File: config.mk
export PLATFORM = sky130hd
export DESIGN_NAME = iso9660_timestamp_to_unix_top
export DESIGN_NICKNAME = d
export VERILOG_FILES = /design/src/design/tsu_pkg.sv /design/src/design/tsu_parse.sv /design/src/design/tsu_era.sv /design/src/design/tsu_accum.sv /design/src/design/iso9660_timestamp_to_unix_top.sv
export SDC_FILE = /design/constraint.sdc
export NUM_CORES = 1
export LEC_CHECK = 0
export ABC_AREA = 1
export BUFFER_PORTS_ARGS = -buffer_cell sky130_fd_sc_hd__buf_4
export CORE_ASPECT_RATIO = 0.6
export CORE_MARGIN = 3
export CORE_UTILIZATION = 55
export DETAILED_ROUTE_END_ITERATION = 7
export PLACE_DENSITY = 0.73
export SETUP_SLACK_MARGIN = 0.05
export SYNTH_ARGS = -nofsm -noshare
export SYNTH_HDL_FRONTEND = slang
export SYNTH_SLANG_ARGS = --single-unit
export TNS_END_PERCENT = 20
File: constraint.sdc
create_clock -name clock -period 8.3 [get_ports clock]
set_input_delay 0.415 -clock clock [delete_from_list [all_inputs] [get_ports clock]]
set_output_delay 0.415 -clock clock [all_outputs]
set_load 0.005 [all_outputs]
File: src/design/tsu_pkg.sv
// ----------------------------------------------------------------------------
// tsu_pkg
// Shared types, constants and tables for the timestamp to Unix seconds pipe.
// ----------------------------------------------------------------------------
`default_nettype none

package tsu_pkg;

   localparam int NUM_STAGES = 6;

   localparam int YEAR_W = 14;
   localparam int SECS_W = 39;

   localparam logic [13:0] YEAR_BASE    = 14'd1900;
   localparam logic [25:0] RECIP_400    = 26'd5243;   // 2^21 / 400, rounded up
   localparam int          RECIP_SHIFT  = 21;
   localparam logic [13:0] RECIP_100    = 14'd41;     // 2^12 / 100, rounded up
   localparam logic signed [22:0] ERA_DAYS    = 23'sd146097;
   localparam logic signed [22:0] EPOCH_SHIFT = 23'sd719468;
   localparam logic signed [39:0] SECS_PER_DAY = 40'sd86400;

   localparam logic OP_SHORT = 1'b0;
   localparam logic OP_LONG  = 1'b1;

   typedef struct packed {
      logic              ok;
      logic [13:0]       year;
      logic [3:0]        month;
      logic [4:0]        day;
      logic [4:0]        hour;
      logic [5:0]        minute;
      logic [5:0]        second;
      logic signed [7:0] offset;
   } parse_type;

   typedef struct packed {
      logic               ok;
      logic signed [14:0] year_adj;
      logic [25:0]        quot;
      logic signed [9:0]  doy;
      logic [4:0]         hour;
      logic [5:0]         minute;
      logic [5:0]         second;
      logic signed [7:0]  offset;
   } quot_type;

   typedef struct packed {
      logic               ok;
      logic signed [5:0]  era;
      logic [8:0]         yoe;
      logic signed [9:0]  doy;
      logic [4:0]         hour;
      logic [5:0]         minute;
      logic [5:0]         second;
      logic signed [7:0]  offset;
   } era_type;

   typedef struct packed {
      logic               ok;
      logic signed [5:0]  era;
      logic signed [18:0] doe;
      logic signed [18:0] tod;
   } doe_type;

   typedef struct packed {
      logic               ok;
      logic signed [22:0] days;
      logic signed [18:0] tod;
   } days_type;

   // Days from March 1 to the first of the given month, March-based year.
   function automatic logic [8:0] month_base(input logic [3:0] month);
      logic [8:0] base;
      case (month)
         4'd0:    base = 9'd275;
         4'd1:    base = 9'd306;
         4'd2:    base = 9'd337;
         4'd3:    base = 9'd0;
         4'd4:    base = 9'd31;
         4'd5:    base = 9'd61;
         4'd6:    base = 9'd92;
         4'd7:    base = 9'd122;
         4'd8:    base = 9'd153;
         4'd9:    base = 9'd184;
         4'd10:   base = 9'd214;
         4'd11:   base = 9'd245;
         4'd12:   base = 9'd275;
         4'd13:   base = 9'd306;
         4'd14:   base = 9'd337;
         default: base = 9'd367;
      endcase
      return base;
   endfunction

endpackage

`default_nettype wire

File: src/design/tsu_parse.sv
// ----------------------------------------------------------------------------
// tsu_parse
// Stage 1: selects the form, decodes and checks the ASCII digits.
// ----------------------------------------------------------------------------
`default_nettype none

module tsu_parse (
   input  wire logic               clock,
   input  wire logic               load,
   input  wire logic               operation,
   input  wire logic [7:0]         year_since_1900,
   input  wire logic [3:0]         month,
   input  wire logic [4:0]         day,
   input  wire logic [4:0]         hour,
   input  wire logic [5:0]         minute,
   input  wire logic [5:0]         second,
   input  wire logic [63:0]        date_text,
   input  wire logic [47:0]        clock_text,
   input  wire logic signed [7:0]  gmt_offset,
   output tsu_pkg::parse_type      stage_out
);

   tsu_pkg::parse_type stage_ff, stage_in;
   logic [13:0] chr_ok;
   logic [3:0]  chr_val [14];
   logic [6:0]  pair [7];
   logic [7:0]  chr;
   logic        digits_ok, range_ok;

   always_comb begin
      for (int i = 0; i < 14; i++) begin
         chr = (i < 8) ? date_text[8*i +: 8] : clock_text[8*(i-8) +: 8];
         chr_ok[i]  = (chr >= 8'h30) && (chr <= 8'h39);
         chr_val[i] = chr[3:0];
      end
      for (int j = 0; j < 7; j++) begin
         pair[j] = 7'(chr_val[2*j]) * 7'd10 + 7'(chr_val[2*j+1]);
      end
      digits_ok = &chr_ok;
      range_ok  = (pair[2] >= 7'd1) && (pair[2] <= 7'd12)
               && (pair[3] >= 7'd1) && (pair[3] <= 7'd31)
               && (pair[4] <= 7'd23) && (pair[5] <= 7'd59) && (pair[6] <= 7'd60);

      stage_in.offset = gmt_offset;
      if (operation == tsu_pkg::OP_LONG) begin
         stage_in.ok     = digits_ok && range_ok;
         stage_in.year   = 14'(pair[0]) * 14'd100 + 14'(pair[1]);
         stage_in.month  = pair[2][3:0];
         stage_in.day    = pair[3][4:0];
         stage_in.hour   = pair[4][4:0];
         stage_in.minute = pair[5][5:0];
         stage_in.second = pair[6][5:0];
      end else begin
         stage_in.ok     = 1'b1;
         stage_in.year   = 14'(year_since_1900) + tsu_pkg::YEAR_BASE;
         stage_in.month  = month;
         stage_in.day    = day;
         stage_in.hour   = hour;
         stage_in.minute = minute;
         stage_in.second = second;
      end
   end

   always_ff @(posedge clock) begin
      if (load) begin
         stage_ff <= stage_in;
      end
   end

   assign stage_out = stage_ff;

endmodule

`default_nettype wire

File: src/design/tsu_era.sv
// ----------------------------------------------------------------------------
// tsu_era
// Stages 2 and 3: March-based year, 400-year era and year of era.
// ----------------------------------------------------------------------------
`default_nettype none

module tsu_era (
   input  wire logic               clock,
   input  wire logic [1:0]         load,
   input  wire tsu_pkg::parse_type stage_in,
   output tsu_pkg::era_type        stage_out
);

   tsu_pkg::quot_type q_ff, q_in;
   tsu_pkg::era_type  e_ff, e_in;
   logic signed [15:0] yoe_full;

   always_comb begin
      q_in.ok       = stage_in.ok;
      q_in.year_adj = (stage_in.month <= 4'd2) ? $signed({1'b0, stage_in.year}) - 15'sd1
                                               : $signed({1'b0, stage_in.year});
      q_in.quot     = q_in.year_adj[14] ? '0
                                        : 26'(q_in.year_adj[13:0]) * tsu_pkg::RECIP_400;
      q_in.doy      = $signed({1'b0, tsu_pkg::month_base(stage_in.month)})
                    + $signed({5'b0, stage_in.day}) - 10'sd1;
      q_in.hour     = stage_in.hour;
      q_in.minute   = stage_in.minute;
      q_in.second   = stage_in.second;
      q_in.offset   = stage_in.offset;
   end

   always_comb begin
      e_in.ok     = q_ff.ok;
      e_in.era    = q_ff.year_adj[14] ? -6'sd1
                                      : $signed({1'b0, q_ff.quot[tsu_pkg::RECIP_SHIFT +: 5]});
      yoe_full    = 16'(q_ff.year_adj) - 16'(e_in.era) * 16'sd400;
      e_in.yoe    = yoe_full[8:0];
      e_in.doy    = q_ff.doy;
      e_in.hour   = q_ff.hour;
      e_in.minute = q_ff.minute;
      e_in.second = q_ff.second;
      e_in.offset = q_ff.offset;
   end

   always_ff @(posedge clock) begin
      if (load[0]) begin
         q_ff <= q_in;
      end
      if (load[1]) begin
         e_ff <= e_in;
      end
   end

   assign stage_out = e_ff;

endmodule

`default_nettype wire

File: src/design/tsu_accum.sv
// ----------------------------------------------------------------------------
// tsu_accum
// Stages 4 to 6: day of era and time of day, days from epoch, seconds.
// ----------------------------------------------------------------------------
`default_nettype none

module tsu_accum (
   input  wire logic                clock,
   input  wire logic [2:0]          load,
   input  wire tsu_pkg::era_type    stage_in,
   output logic signed [tsu_pkg::SECS_W-1:0] unix_seconds,
   output logic                     valid_res
);

   tsu_pkg::doe_type  d_ff, d_in;
   tsu_pkg::days_type n_ff, n_in;
   logic signed [tsu_pkg::SECS_W-1:0] unix_seconds_ff, unix_seconds_in;
   logic valid_res_ff;
   logic [13:0] c100_prod;
   logic [18:0] tod_pos;
   logic signed [18:0] tod_off;
   logic signed [39:0] secs_full;

   always_comb begin
      c100_prod = 14'(stage_in.yoe) * tsu_pkg::RECIP_100;
      d_in.ok   = stage_in.ok;
      d_in.era  = stage_in.era;
      d_in.doe  = $signed(19'(stage_in.yoe) * 19'd365 + 19'(stage_in.yoe[8:2])
                          - 19'(c100_prod[13:12])) + 19'(stage_in.doy);
      tod_pos   = 19'(stage_in.hour) * 19'd3600 + 19'(stage_in.minute) * 19'd60
                + 19'(stage_in.second);
      tod_off   = 19'(stage_in.offset) * 19'sd900;
      d_in.tod  = $signed(tod_pos) - tod_off;
   end

   always_comb begin
      n_in.ok   = d_ff.ok;
      n_in.days = 23'(d_ff.era) * tsu_pkg::ERA_DAYS + 23'(d_ff.doe) - tsu_pkg::EPOCH_SHIFT;
      n_in.tod  = d_ff.tod;
   end

   always_comb begin
      secs_full       = 40'(n_ff.days) * tsu_pkg::SECS_PER_DAY + 40'(n_ff.tod);
      unix_seconds_in = n_ff.ok ? secs_full[tsu_pkg::SECS_W-1:0] : '0;
   end

   always_ff @(posedge clock) begin
      if (load[0]) begin
         d_ff <= d_in;
      end
      if (load[1]) begin
         n_ff <= n_in;
      end
      if (load[2]) begin
         unix_seconds_ff <= unix_seconds_in;
         valid_res_ff    <= n_ff.ok;
      end
   end

   assign unix_seconds = unix_seconds_ff;
   assign valid_res    = valid_res_ff;

endmodule

`default_nettype wire

File: src/design/iso9660_timestamp_to_unix_top.sv
// ----------------------------------------------------------------------------
// iso9660_timestamp_to_unix_top
// ISO 9660 short or long timestamp to signed Unix seconds, six-stage pipe.
// ----------------------------------------------------------------------------
//  channel  direction  handshake           payload
//  req_     in         req_valid/req_stall operation, short fields, text, offset
//  rsp_     out        rsp_valid/rsp_stall unix_seconds, valid_res
//
//  One beat in per cycle while req_stall is low. The stage chain is:
//  parse, era quotient, era/yoe, day of era, days from epoch,
//  multiply by 86400.
//  Each stage loads when empty or when the stage after it moves, so
//  bubbles close up under rsp_stall; a stalled result holds its value.
//  Synchronous reset empties every stage.
// ----------------------------------------------------------------------------
`default_nettype none

module iso9660_timestamp_to_unix_top (
   input  wire logic               clock,
   input  wire logic               reset,
   input  wire logic               req_valid,
   output logic                    req_stall,
   input  wire logic               req_operation,
   input  wire logic [7:0]         req_year_since_1900,
   input  wire logic [3:0]         req_month,
   input  wire logic [4:0]         req_day,
   input  wire logic [4:0]         req_hour,
   input  wire logic [5:0]         req_minute,
   input  wire logic [5:0]         req_second,
   input  wire logic [63:0]        req_date_text,
   input  wire logic [47:0]        req_clock_text,
   input  wire logic signed [7:0]  req_gmt_offset,
   output logic                    rsp_valid,
   input  wire logic               rsp_stall,
   output logic signed [38:0]      rsp_unix_seconds,
   output logic                    rsp_valid_res
);

   localparam int N = tsu_pkg::NUM_STAGES;

   logic [N-1:0] valid_ff, valid_in, load;
   tsu_pkg::parse_type s1;
   tsu_pkg::era_type   s3;

   always_comb begin
      load[N-1] = !valid_ff[N-1] || !rsp_stall;
      for (int k = N - 2; k >= 0; k--) begin
         load[k] = !valid_ff[k] || load[k+1];
      end
      for (int k = 0; k < N; k++) begin
         if (load[k]) begin
            valid_in[k] = (k == 0) ? req_valid : valid_ff[(k == 0) ? 0 : k - 1];
         end else begin
            valid_in[k] = valid_ff[k];
         end
      end
   end

   always_ff @(posedge clock) begin
      if (reset) begin
         valid_ff <= '0;
      end else begin
         valid_ff <= valid_in;
      end
   end

   assign req_stall = !load[0];
   assign rsp_valid = valid_ff[N-1];

   tsu_parse u_parse (
      .clock           (clock),
      .load            (load[0]),
      .operation       (req_operation),
      .year_since_1900 (req_year_since_1900),
      .month           (req_month),
      .day             (req_day),
      .hour            (req_hour),
      .minute          (req_minute),
      .second          (req_second),
      .date_text       (req_date_text),
      .clock_text      (req_clock_text),
      .gmt_offset      (req_gmt_offset),
      .stage_out       (s1)
   );

   tsu_era u_era (
      .clock     (clock),
      .load      (load[2:1]),
      .stage_in  (s1),
      .stage_out (s3)
   );

   tsu_accum u_accum (
      .clock        (clock),
      .load         (load[5:3]),
      .stage_in     (s3),
      .unix_seconds (rsp_unix_seconds),
      .valid_res    (rsp_valid_res)
   );

endmodule

`default_nettype wire

==> impl_metrics.py <==
metrics = {
    "synth": {
        "synth_edf_count": 279,
        "yosysTopAreaCell": "edfxtp_1",
        "syn-num-nets": 4737,
        "synthFlopType": "edfxtp_1",
        "post_synth_xor_area_fraction_pct": 4.334,
        "synth_top_area_share_pct": 25.12,
        "synth_top_family_by_area": "adder cells",
        "synth_commonest_cells": "inv_1 (795), nand2_1 (612), ha_1 (585)",
        "yosys_warnings": 0,
        "syn_inst": 3724,
        "seq_area_frac_synth_pct": 26.03,
        "synthMuxAreaShare_pct": 0.03002,
        "ys_seq_elements": 294,
        "synth_fa_ha_area_share_pct": 38.10,
        "synth-simple-area-share_pct": 14.55,
        "async_flop_share_pct": 0,
        "synth_area_mm2": 0.03335,
        "syn_area_per_cell_um2": 8.954,
        "yosysMostFrequentCell": "inv_1",
        "yosys.cell_types.count": 55,
        "synth.area.top_cells": "edfxtp_1 (25%), ha_1 (22%), fa_1 (16%)",
        "synth_compound_area_share_pct": 7.752,
    },
    "cells_and_area": {
        "nFillCells": 4985,
        "nNetsFinal": 4971,
        "final_area_mm2": 0.03692,
        "antenna_cells": 0,
        "layout-drive-gt1-share_pct": 7.489,
        "syn2layout_area_growth_pct": 10.72,
        "stdcell_count": 4760,
    },
    "sta": {
        "slew-limit-headroom_pct": 15.35,
        "worst_pin_slew_ps": 1270,
        "worst_clock_skew_ps": 48.83,
        "rsz0062_at_grt": "no",
        "setup_violations": 0,
        "tns_ps": 0,
        "finalHoldViolations": 0,
        "timing.fmax_ghz": 0.1641,
        "slew_viol_final": 0,
        "period_needed_ps": 6095,
        "finalCritPeriodShare_pct": 73.43,
    },
    "global_route": {
        "grt_pass1_wl_um": 124200,
        "gr-usage-all-layers_pct": 24.12,
        "grt_overflow_total": 0,
        "grt_antenna_before_repair": 1,
        "grt_max_degree": 55,
        "grt_pass1_vias": 24380,
    },
    "route": {
        "drc": 0,
        "dr_total_vias": 25160,
        "vias_per_cell": 5.285,
        "first_pass_iters": 6,
        "wirelength_um": 74870,
        "drtAntennaViolNets": 0,
        "drt-wirelength-per-cell_um": 15.73,
        "dr.first_iter.drc_count": 2056,
    },
    "die": {
        "rows": 69,
        "die_h_um": 196.7,
        "die_area_mm2": 0.06372,
        "start_util_pct": 55.98,
        "die_x_um": 323.9,
        "ios": 201,
        "core_area_mm2": 0.05957,
    },
    "placed_design": {
        "hpwl_um": 63320,
        "place.gp.congestion": 0.9624,
        "placedCellCount": 4698,
        "port_buffers": 200,
        "placed_cell_area_mm2": 0.03581,
    },
    "clock_tree": {
        "cts_sinks": 294,
        "cts.clk_slew.worst_paths_ps": 60,
        "clockRootBuffer": "clkbuf_16",
        "cts-htree-levels": 1,
        "cts_resized": 0,
        "cts_tree": "yes",
        "clock_path_buffers": 3,
        "clock_latency_ps": 630,
        "cts_buffers": 30,
    },
    "setup_path": {
        "crit_required_ps": 8640,
        "critPathLaunchType": "flop",
        "arrival_ps": 6430,
        "slowest_delay_ps": 680,
        "worstPathMaxFanout": 10,
        "cp_slowest_cell": "edfxtp_1",
        "critical_path_class": "flop to flop",
        "crit_path_end_kind": "flop",
    },
    "job": {
        "cap_violations": 0,
    },
    "hold_path": {
        "hp-class": "input port to flop",
    },
    "status": {
        "outcome": "complete, no violations",
    },
}
## per-layer routing
metal  global-route usage (%)  part of all wire (%)
met5                        0                     0
met4                    4.179                   1.8
met3                    4.762                   7.8
met2                    35.39                    41
met1                    37.36                    49
## worst max-delay path: cells and delay by family, from the launching register on
family                   cells  cell delay (ps)
AND/OR/NAND/NOR             11              950
buffers and inverters        4              170
AO/OA/AOI/OAI                3              510
flip-flops                   1              680
XOR/XNOR                     1              190
adder cells (fa/ha/maj)     10             3310
## cells by family after synthesis
kind of cell	count (synthesis)
adders and majority gates	854
AOI/OAI and AO/OA	467
DFF	294
and+or+nand+nor	1130
muxes	1
buffers and inverters	813
xor gates and xnor gates	165
## sequential cells by signal, summed over array words and instances (netlist names), named ones only
name / cells
u_accum.n_ff: 43
u_era.q_ff: 15
valid_ff: 6
u_accum.valid_res: 1
u_era.stage_out: 51
u_accum.d_ff: 45
u_accum.unix_seconds: 39
u_parse.stage_out: 49
u_era.e_in: 36
## worst paths after layout
path                                               startpoint                         end  slack, ps  cells past startpoint
worst max-delay path            u_era.stage_out[39]$_DFFE_PP_  u_accum.d_ff[31]$_DFFE_PP_       2210                     29
worst min-delay path                                req_valid    valid_ff[0]$_SDFFE_PP0N_         40                      3
worst min register to register  u_era.stage_out[48]$_DFFE_PP_  u_accum.d_ff[42]$_DFFE_PP_        420                      0
worst max register to register  u_era.stage_out[39]$_DFFE_PP_  u_accum.d_ff[31]$_DFFE_PP_       2210                     29
## through the flow
step / hold slack (ps) / utilization (%) / setup WS [ps]
2_1_floorplan: 400.3 / - / 2734
3_3_place_gp: 401.0 / 60.11 / 2278
3_5_place_dp: 404.5 / 60.11 / 2211
4_1_cts: 11.37 / 61.98 / 2192
5_1_grt: 41.23 / 61.98 / 1750
6_report: 39.57 / 61.98 / 2205
## layout make-up
cell class	instances	area, um2	area share (%)
multi-input cells	2617	21600	58.51
flip-flops and latches	294	8678	23.51
inverters	801	3012	8.157
repair buffers	214	1629	4.412
well taps	781	977.2	2.647
clock buffers	38	800.8	2.169
clock inverters	15	222.7	0.6032
## placed cells by master, fill, tap and decap left out, drive strengths merged, types with 4 or more instances in the layout
master / netlist / routed
ha: 585 / 585
nor4: 6 / 6
o21ai: 142 / 142
dfxtp: 15 / 15
o21bai: 23 / 23
nand2: 623 / 623
inv: 801 / 802
nand3: 144 / 144
a21o: 21 / 21
fa: 269 / 269
buf: 3 / 205
o211ai: 7 / 7
and2: 5 / 5
xnor2: 48 / 48
edfxtp: 279 / 279
clkbuf: 9 / 38
a31oi: 11 / 11
bufinv: 0 / 4
o31ai: 5 / 5
a21oi: 235 / 235
xor2: 117 / 117
or2: 9 / 9
dlygate4sd3: 0 / 9
nor3: 45 / 45
nand3b: 14 / 14
nand4: 34 / 34
a21boi: 9 / 9
clkinv: 0 / 8
o21a: 8 / 8
nor2: 247 / 247
## repair_timing
item	in CTS	in global routing
hold endpoints to repair	14	0
setup buffers	0	0
hold buffers	9	0
setup endpoints to repair	0	0
Power is not shown: default switching activity piles up to over one toggle a cycle in this logic, so the estimate is an artifact.
